## src/design/double_ended_queue_assert.svh

```systemverilog
// assertion macros for the double-ended queue
`ifndef DOUBLE_ENDED_QUEUE_ASSERT_SVH
`define DOUBLE_ENDED_QUEUE_ASSERT_SVH

`ifndef ASSERT_OFF
// same-cycle implication, sampled on clk_i, off during reset
`define DEQ_ASSERT_NOW(lbl, ante, cons, msg) \
  lbl: assert property (@(posedge clk_i) disable iff (!rst_ni) (ante) |-> (cons)) \
    else $error(msg);
// next-cycle implication, sampled on clk_i, off during reset
`define DEQ_ASSERT_NEXT(lbl, ante, cons, msg) \
  lbl: assert property (@(posedge clk_i) disable iff (!rst_ni) (ante) |=> (cons)) \
    else $error(msg);
`else
`define DEQ_ASSERT_NOW(lbl, ante, cons, msg)
`define DEQ_ASSERT_NEXT(lbl, ante, cons, msg)
`endif

`endif

```

## src/design/deq_pkg.sv

```systemverilog
// shared types and constants for the double-ended queue
`default_nettype none

package deq_pkg;

  localparam int DefaultCapacity = 16;
  localparam int WordW           = 32;
  localparam int CountW          = 5;

  typedef enum logic [1:0] {
    CmdPushFront = 2'd0,
    CmdPushBack  = 2'd1,
    CmdPopFront  = 2'd2,
    CmdPopBack   = 2'd3
  } cmd_e;

  typedef enum logic [1:0] {
    StDone  = 2'd0,
    StFull  = 2'd1,
    StEmpty = 2'd2
  } status_e;

  typedef struct packed {
    cmd_e                    command;
    logic signed [WordW-1:0] value_in;
  } deq_in_t;

  typedef struct packed {
    logic signed [WordW-1:0] value_out;
    status_e                 status;
    logic [CountW-1:0]       count;
    logic                    full_res;
  } deq_out_t;

  // per-chain control, same for every cell of the chain
  typedef struct packed {
    logic push_head;
    logic pop_head;
    logic put_tail;
  } chain_ctrl_t;

endpackage

`default_nettype wire

```

## src/design/deq_cell.sv

```systemverilog
// one storage cell of a head-justified word chain
`default_nettype none

module deq_cell
  import deq_pkg::*;
#(
  parameter int CAPACITY = DefaultCapacity,
  parameter int INDEX    = 0
) (
  input  wire                          clk_i,
  input  wire chain_ctrl_t             ctrl_i,
  input  wire [$clog2(CAPACITY)-1:0]   wr_idx_i,
  input  wire  logic signed [WordW-1:0] value_i,
  input  wire  logic signed [WordW-1:0] lower_i,
  input  wire  logic signed [WordW-1:0] upper_i,
  output logic signed [WordW-1:0]      data_o
);

  localparam int IdxW = $clog2(CAPACITY);

  logic signed [WordW-1:0] data_d, data_q;

  always_comb begin
    data_d = data_q;
    if (ctrl_i.push_head) begin
      data_d = lower_i;
    end else if (ctrl_i.pop_head) begin
      data_d = upper_i;
    end else if (ctrl_i.put_tail && (wr_idx_i == IdxW'(INDEX))) begin
      data_d = value_i;
    end
  end

  // payload only, no reset
  always_ff @(posedge clk_i) begin
    data_q <= data_d;
  end

  assign data_o = data_q;

endmodule

`default_nettype wire

```

## src/design/deq_chain.sv

```systemverilog
// row of cells holding the queue with one end fixed at cell zero
`default_nettype none

module deq_chain
  import deq_pkg::*;
#(
  parameter int CAPACITY = DefaultCapacity
) (
  input  wire                           clk_i,
  input  wire chain_ctrl_t              ctrl_i,
  input  wire [$clog2(CAPACITY)-1:0]    wr_idx_i,
  input  wire  logic signed [WordW-1:0] value_i,
  output logic signed [WordW-1:0]       head_o
);

  logic signed [WordW-1:0] cell_data [CAPACITY];

  for (genvar i = 0; i < CAPACITY; i++) begin : g_cell
    logic signed [WordW-1:0] lower, upper;

    if (i == 0) begin : g_first
      assign lower = value_i;
    end else begin : g_mid_lo
      assign lower = cell_data[i-1];
    end

    if (i == CAPACITY - 1) begin : g_last
      assign upper = '0;
    end else begin : g_mid_hi
      assign upper = cell_data[i+1];
    end

    deq_cell #(
      .CAPACITY (CAPACITY),
      .INDEX    (i)
    ) u_cell (
      .clk_i    (clk_i),
      .ctrl_i   (ctrl_i),
      .wr_idx_i (wr_idx_i),
      .value_i  (value_i),
      .lower_i  (lower),
      .upper_i  (upper),
      .data_o   (cell_data[i])
    );
  end

  assign head_o = cell_data[0];

endmodule

`default_nettype wire

```

## src/design/double_ended_queue.sv

```systemverilog
// top level of the fixed-capacity double-ended queue
//
// usage:
//   a command word (push front, push back, pop front, pop back plus the
//   word to push) is taken on item_i at a rising edge with start high and
//   busy low. busy stays low, so a new command can be issued every cycle.
//   every command gives exactly one result word on res_o, marked by done_o
//   for one cycle, the cycle right after the command was taken; throughput
//   is one word per cycle.
//   result: popped word (zero for pushes and failed pops), status, count
//   after the command and a full flag. a push when full is dropped, a pop
//   when empty returns zero with the empty status.
//   the receiver cannot stall: results are shown for one cycle only.
//   reset clears the occupancy count and the result strobe; cell contents
//   are not reset and are never read before being written.
//   storage is two mirrored cell chains with the same contents: one keeps
//   the front word at its cell zero, the other keeps the back word there.
`default_nettype none

module double_ended_queue
  import deq_pkg::*;
#(
  parameter int CAPACITY = DefaultCapacity
) (
  input  wire          clk_i,
  input  wire          rst_ni,
  input  wire          start,
  output logic         busy,
  input  wire deq_in_t item_i,
  output logic         done_o,
  output deq_out_t     res_o
);

  `include "double_ended_queue_assert.svh"

  localparam int CntW = $clog2(CAPACITY + 1);
  localparam int IdxW = $clog2(CAPACITY);

  logic                    accept;
  logic [CntW-1:0]         count_d, count_q;
  logic                    is_full, is_empty;
  chain_ctrl_t             ctrl_front, ctrl_back;
  logic [IdxW-1:0]         tail_idx;
  logic signed [WordW-1:0] head_front, head_back;
  deq_out_t                res_d, res_q;
  logic                    done_q;

  // one command per cycle, never held off
  assign busy   = 1'b0;
  assign accept = start && !busy;

  assign is_full  = (count_q == CntW'(CAPACITY));
  assign is_empty = (count_q == '0);
  // only used on pushes, where count is below capacity and fits the index
  assign tail_idx = count_q[IdxW-1:0];

  // command decode: the pushed end shifts its chain, the other chain just
  // drops the word in at the first free cell; a pop shifts only its own chain
  always_comb begin
    ctrl_front      = '0;
    ctrl_back       = '0;
    count_d         = count_q;
    res_d.value_out = '0;
    res_d.status    = StDone;
    if (accept) begin
      unique case (item_i.command)
        CmdPushFront: begin
          if (is_full) begin
            res_d.status = StFull;
          end else begin
            ctrl_front.push_head = 1'b1;
            ctrl_back.put_tail   = 1'b1;
            count_d              = count_q + CntW'(1);
          end
        end
        CmdPushBack: begin
          if (is_full) begin
            res_d.status = StFull;
          end else begin
            ctrl_back.push_head = 1'b1;
            ctrl_front.put_tail = 1'b1;
            count_d             = count_q + CntW'(1);
          end
        end
        CmdPopFront: begin
          if (is_empty) begin
            res_d.status = StEmpty;
          end else begin
            ctrl_front.pop_head = 1'b1;
            res_d.value_out     = head_front;
            count_d             = count_q - CntW'(1);
          end
        end
        CmdPopBack: begin
          if (is_empty) begin
            res_d.status = StEmpty;
          end else begin
            ctrl_back.pop_head = 1'b1;
            res_d.value_out    = head_back;
            count_d            = count_q - CntW'(1);
          end
        end
        default: begin
          res_d.status = StDone;
        end
      endcase
    end
    // count field is reported modulo its port width
    res_d.count    = CountW'(count_d);
    res_d.full_res = (count_d == CntW'(CAPACITY));
  end

  // chain with the front word at cell zero
  deq_chain #(
    .CAPACITY (CAPACITY)
  ) u_chain_front (
    .clk_i    (clk_i),
    .ctrl_i   (ctrl_front),
    .wr_idx_i (tail_idx),
    .value_i  (item_i.value_in),
    .head_o   (head_front)
  );

  // chain with the back word at cell zero
  deq_chain #(
    .CAPACITY (CAPACITY)
  ) u_chain_back (
    .clk_i    (clk_i),
    .ctrl_i   (ctrl_back),
    .wr_idx_i (tail_idx),
    .value_i  (item_i.value_in),
    .head_o   (head_back)
  );

  // control state
  always_ff @(posedge clk_i or negedge rst_ni) begin
    if (!rst_ni) begin
      count_q <= '0;
      done_q  <= 1'b0;
    end else begin
      count_q <= count_d;
      done_q  <= accept;
    end
  end

  // result payload, no reset
  always_ff @(posedge clk_i) begin
    if (accept) begin
      res_q <= res_d;
    end
  end

  assign done_o = done_q;
  assign res_o  = res_q;

  // assertions
  `DEQ_ASSERT_NOW(a_count_bound, 1'b1, count_q <= CntW'(CAPACITY), "occupancy above capacity")
  `DEQ_ASSERT_NEXT(a_one_result, accept, done_o, "accepted command gave no result")
  `DEQ_ASSERT_NEXT(a_no_spurious, !accept, !done_o, "result without a command")
  `DEQ_ASSERT_NEXT(a_full_drop, accept && is_full && (item_i.command == CmdPushFront || item_i.command == CmdPushBack), res_o.status == StFull && $stable(count_q), "push when full not dropped")

endmodule

`default_nettype wire
```

## config.mk

```make
export PLATFORM = sky130hd
export DESIGN_NAME = double_ended_queue
export DESIGN_NICKNAME = d
export VERILOG_FILES = /design/src/design/deq_pkg.sv /design/src/design/deq_cell.sv /design/src/design/deq_chain.sv /design/src/design/double_ended_queue.sv
export VERILOG_INCLUDE_DIRS = /design/src /design/src/design
export SDC_FILE = /design/constraint.sdc
export NUM_CORES = 2
export LEC_CHECK = 0
export ABC_AREA = 1
export BUFFER_PORTS_ARGS = -buffer_cell sky130_fd_sc_hd__buf_2
export CORE_ASPECT_RATIO = 0.9
export CORE_MARGIN = 4
export CORE_UTILIZATION = 40
export DETAILED_ROUTE_END_ITERATION = 6
export GPL_TIMING_DRIVEN = 0
export PLACE_DENSITY = 0.64
export SYNTH_ARGS = -nofsm -noshare
export SYNTH_HDL_FRONTEND = slang
export SYNTH_SLANG_ARGS = --single-unit
```

## constraint.sdc

```tcl
create_clock -name clk_i -period 12.3 [get_ports clk_i]
set_input_delay 1.23 -clock clk_i [delete_from_list [all_inputs] [get_ports clk_i]]
set_output_delay 1.23 -clock clk_i [all_outputs]
set_load 0.05 [all_outputs]
```

* After elaboration in Yosys (flattened, before gate mapping)
Cells that the tools add are included.
** Word-level totals
- Register bits :: 1070
- Input bits :: 37
- Output and inout bits :: 42
- Logic and storage cells :: 243
** Cells by class
- Add/subtract/negate cells :: 2
- Equal/unequal tests :: 20
- Multiplexer cells :: 114
- Reductions and logical operators :: 69
** Operators by type and width (count)
- 32-bit 2-to-1 mux :: 98
- 3-bit nonzero test :: 32
- 32-bit one-hot mux with 2 select lines :: 1
- 4-bit equality test, second input constant :: 8
- 1-bit logical AND :: 32
- 4-bit by 3-bit equality test with 1-bit output, second input constant :: 4
- 5-bit 2-to-1 mux :: 3
- 5-bit equality test, second input constant :: 2
- 5-bit one-hot mux with 2 select lines :: 1
- 4-bit by 2-bit equality test with 1-bit output, second input constant :: 2
- 1-bit 2-to-1 mux :: 7
- 3-bit 2-to-1 mux :: 2
- 5-bit by 1-bit adder with 5-bit output, second input constant :: 1
- 5-bit logical NOT :: 1
- 5-bit by 1-bit subtractor with 5-bit output, second input constant :: 1
- 2-bit equality test, second input constant :: 2
- 4-bit by 1-bit equality test with 1-bit output, second input constant :: 1
- 4-bit logical NOT :: 1
- 2-bit one-hot mux with 2 select lines :: 1
- 2-bit OR reduction :: 2
- 2-bit by 1-bit equality test with 1-bit output, second input constant :: 1
- 2-bit logical NOT :: 1
- 2-bit 2-to-1 mux :: 1

* Logic depth before layout (Yosys ltp)
- Word-level depth :: 8
- Mapped depth :: 12

* Modules after synthesis
From an unflattened synthesis, not the netlist that was laid out.
** Unflattened totals
- Cells, all modules :: 9141
- Area total of the unflattened synthesis :: 67293.3 µm²
** Modules (own cells, without submodules)
- deq_cell (u_chain_back.g_cell[10].u_cell ...) :: instances 8, cells an instance 280, area an instance 2037.0 µm²
- deq_cell (u_chain_back.g_cell[12].u_cell ...) :: instances 8, cells an instance 278, area an instance 2029.4 µm²
- deq_cell (u_chain_back.g_cell[4].u_cell ...) :: instances 4, cells an instance 279, area an instance 2033.2 µm²
- deq_cell (u_chain_back.g_cell[11].u_cell ...) :: instances 4, cells an instance 279, area an instance 2031.9 µm²
- deq_cell (u_chain_back.g_cell[13].u_cell ...) :: instances 4, cells an instance 277, area an instance 2026.9 µm²
- deq_cell (u_chain_back.g_cell[0].u_cell ...) :: instances 2, cells an instance 277, area an instance 2025.7 µm²
- deq_cell (u_chain_back.g_cell[15].u_cell ...) :: instances 2, cells an instance 276, area an instance 2023.2 µm²
- double_ended_queue :: instances 1, cells an instance 229, area an instance 2288.4 µm²
- deq_chain :: instances 2, cells an instance 1, area an instance 3.8 µm²

* Least setup slack after synthesis
OpenSTA, ideal clock, no wires.
- Kind :: input port to flip-flop
- Start :: input port item_i[33] in the netlist's numbering
- End :: register u_chain_front.g_cell[0].u_cell.data_q[0], enable pin
- Arrival :: 4.359 ns
- Setup slack :: 7.475 ns
- Cell stages on the path :: 6
- Buffers on the path :: 3
- Path through :: buf_2 -> inv_1 -> nand4_1 -> clkbuf_1 -> clkbuf_1 -> o21ai_0
** Between the ends
- Word-level cells in the longest chain between the ends :: 5
** RTL lines
- start: declaration :: RTL line double_ended_queue.sv:29 : input wire deq_in_t item_i,
- 2-bit by 1-bit equality test with 1-bit output :: RTL line double_ended_queue.sv:66 : unique case (item_i.command)
- 1-bit 2-to-1 mux :: RTL line double_ended_queue.sv:66
- 3-bit 2-to-1 mux * :: RTL line double_ended_queue.sv:65 : if (accept) begin
- 1-bit logical AND :: RTL line deq_cell.sv:29 : end else if (ctrl_i.put_tail && (wr_idx_i == IdxW'(INDEX))) begin
- 3-bit nonzero test (no line) *
- end signal: assignment :: RTL line deq_cell.sv:36 : data_q <= data_d;
- end: declaration :: RTL line deq_cell.sv:21 : logic signed [WordW-1:0] data_d, data_q;
Mark *: on every way between the ends. The rest lies on a longest branch, timed or not.
A chain may end at the register's enable or synchronous reset.

* Worst setup path after layout
- Start :: input port start
- End :: register u_chain_back.g_cell[7].u_cell.data_q[21], enable pin
** Between the ends
- Word-level cells in the longest chain between the ends :: 3
** RTL lines
- start: declaration :: RTL line double_ended_queue.sv:27 : input wire start,
- 3-bit 2-to-1 mux * :: RTL line double_ended_queue.sv:65
- 1-bit logical AND :: RTL line deq_cell.sv:29
- 3-bit nonzero test (no line) *
- end signal: assignment :: RTL line deq_cell.sv:36
- end: declaration :: RTL line deq_cell.sv:21
Marks and branches as above.

==> out/metrics.csv <==
stage,metric,value,unit
placed_design,pre_cts_ws,6.96,ns
clock_network,cts_setup_buffers,0,
cells_and_area,final.fill_count,10900,
die,core-area,117000,um2
die,design.portCount,79,
critical_path,cpMostUsedCell,buf_2,
synth,ys_seq_area_share,67.8,%
critical_path,reg2regPathDepth,11,
sta,max_slew.worst_pin.slew,1.24,ns
clock_network,clock_latency,0.71,ns
critical_path,path_cells,"buf_4, buf_2, nand3_2, nand2_1, inv_2, buf_2, clkbuf_1, o21ai_4, buf_16",
sta,setup-violations-final,0,
power,ir_worst_vdd,123,uV
critical_path,critPathMaxStageDelay,0.95,ns
grt,grt_pass1_wl,225000,um
clock_network,cts_max_level,3,
critical_path,worstPathMaxFanout,43,
critical_path,critical-path-top-delay-family,buffers and inverters,
drt,routed_wl,154000,um
die,fp-row-count,119,
sta,clock_skew,0.0298,ns
die,fp.dieW,371,um
drt,drt_iter0_drc,5063,
synth,synth.area.top_cells,"edfxtp_1, nand2_1, nand3_1",
synth,synth_top_area_cell,edfxtp_1,
synth,synth-warning-count,0,
synth,ys_top_cells_by_count,"nand2_1, edfxtp_1, nand3_1",
clock_network,cts_resized,0,
critical_path,cp.arrival,4.73,ns
critical_path,cp_num_buf_inv,6,
die,initial_core_util,40.4,%
clock_network,cts_tree,yes,
synth,ys.flop_type,edfxtp_1,
critical_path,crit_required,12.74,ns
die,fp.dieH,334,um
sta,setup_tns,0,ns
synth,syn_nets,4596,
sta,report.final.slew_viol_count,0,
sta,setup_ws,8.01,ns
placed_design,dpl_cell_area,51000,um2
drt,dr.pass1.iters,6,
cells_and_area,multi_input_area,13600,um2
sta,period_share,34.9,%
drt,via_count,36300,
power,fin_total_pwr,8.97,mW
critical_path,critPathKind,in2reg,
clock_network,ctsHoldBuffers,0,
synth,syn_avg_cell_area,10.4,um2
clock_network,cts_root_buffer,clkbuf_16,
synth,yosysMostFrequentCell,nand2_1,
synth,synth_area,47300,um2
placed_design,io_buffers,76,
critical_path,r2r_start,count_q[0]$_DFF_PN0_,
grt,grt_overflow,0,
grt,grt_usage,24.3,%
sta,period_needed,4.29,ns
run_status,outcome,completed,
cells_and_area,seqCellArea,32100,um2
placed_design,placed_cells,6240,
drt,wl_per_cell,23.9,um
sta,finalHoldViolations,0,
synth,syn_inst,4554,
cells_and_area,drive_above_1_share,9.69,%
synth,synth-edff-count,1064,
drt,ant_nets,0,
critical_path,worst-path-stages,9,
sta,fmax,0.233,GHz
power,power.leakage,19.7,nW
job,maxCapViolations,0,
sta,rsz0062_at_grt,no,
critical_path,end_kind,flip-flop,
critical_path,crit_path_start_kind,primary input,
clock_network,numCtsBuffers,107,
power,powerDensity,165,nW/um2
drt,via_per_inst,5.63,
grt,grt_max_degree,44,
sta,slew_headroom,17.0,%
die,die_area,124000,um2
placed_design,hpwl,110000,um
placed_design,gp_congestion,0.851,
critical_path,r2r_slack,8.04,ns
drt,post-route-drc-count,0,
synth,synth-async-reset-ratio,0.561,%
cells_and_area,finalNonFillerCells,6437,
synth,ys_types,26,
clock_network,clkTransAtPathRegs,0.06,ns
cells_and_area,final_nets,4818,
critical_path,worstReg2RegEnd,u_chain_back.g_cell[7].u_cell.data_o[21]$_DFFE_PP_,
clock_network,clock-sinks,1070,
grt,grt_pass1_vias,34400,
min_path,hold_path_class,in2async,
grt,antenna_found_initial,8,
clock_network,clock_path_buffers,3,
synth,yosys_register_bits,1070,
cells_and_area,area_growth,14.8,%
cells_and_area,design_area,54300,um2
synth,synth_top_cell_area_share,67.5,%
critical_path,crit_slowest_cell,clkbuf_1,
-- cell usage in the layout, fill, tap and decap left out, drive strengths merged --
master and count:
buf 284, bufinv 8, clkbuf 270, clkinv 43, clkinvlp 5, conb 1, dfrtp 6, diode 3
edfxtp 1064, ha 5, inv 156, nand2 1950, nand3 794, nand4 5, nor2 5, o211ai 130
o21ai 102, o22ai 31, xnor2 1, xor2 1
-- how the worst max path moves through the flow --
stage	startpoint	endpoint
2_1_floorplan	item_i[33]	u_chain_front.g_cell[0].u_cell.data_o[0]$_DFFE_PP_
3_3_place_gp	start	u_chain_back.g_cell[3].u_cell.data_o[20]$_DFFE_PP_
3_5_place_dp	start	u_chain_front.g_cell[8].u_cell.data_o[16]$_DFFE_PP_
4_1_cts	start	u_chain_front.g_cell[8].u_cell.data_o[20]$_DFFE_PP_
5_1_grt	count_q[0]$_DFF_PN0_	u_chain_back.g_cell[7].u_cell.data_o[23]$_DFFE_PP_
6_report	start	u_chain_back.g_cell[7].u_cell.data_o[21]$_DFFE_PP_
-- sequential cells by signal, summed over array words and instances, names as in the netlist --
signal,cells
res_o,40
done_o,1
u_chain_back.g_cell.u_cell.data_o,512
count_q,5
u_chain_front.g_cell.u_cell.data_o,512
-- stage by stage --
stage               util (%)  hold slack [ns]
finish                  46.3            0.383
global route            46.3            0.362
CTS                     46.3            0.340
detailed placement      43.4            0.524
global placement        42.4            0.517
floorplan                  -            0.511
-- final cells by class --
class,count,share of cell area [%]
Buffer,306,2.63
Clock inverter,59,0.946
Tap cell,1573,3.62
Inverter,153,1.06
Timing Repair Buffer,113,2.40
Sequential cell,1070,59.1
Clock buffer,135,5.24
Multi-Input combinational cell,3025,25.0
Antenna cell,3,0.0138
-- metal layers --
metal	track usage, %	up-vias	wire length, um
li1	-	16100	-
met1	34.2	17700	63500
met2	37.3	2185	68700
met3	4.81	301	16000
met4	9.30	2	5770
met5	0	-	13
-- where the power goes --
group          switching (mW)  total (mW)  internal (mW)  leakage [nW]
combinational           0.823        1.12          0.294          7.96
clock                    1.43        3.23           1.80          1.63
sequential              0.164        4.62           4.45          10.1
-- logic make-up (layout without fill, tap and decap cells) --
family          Yosys count  after routing  synth area share, %
compound gates          263            263                 3.55
xor+xnor                  2              2               0.0370
fa+ha+maj                 5              5                0.132
buf+inv                 459            766                 4.24
flops                  1070           1070                 67.8
other cells               1              4              0.00792
simple gates           2754           2754                 24.2
(Power assumes the default switching activity.)
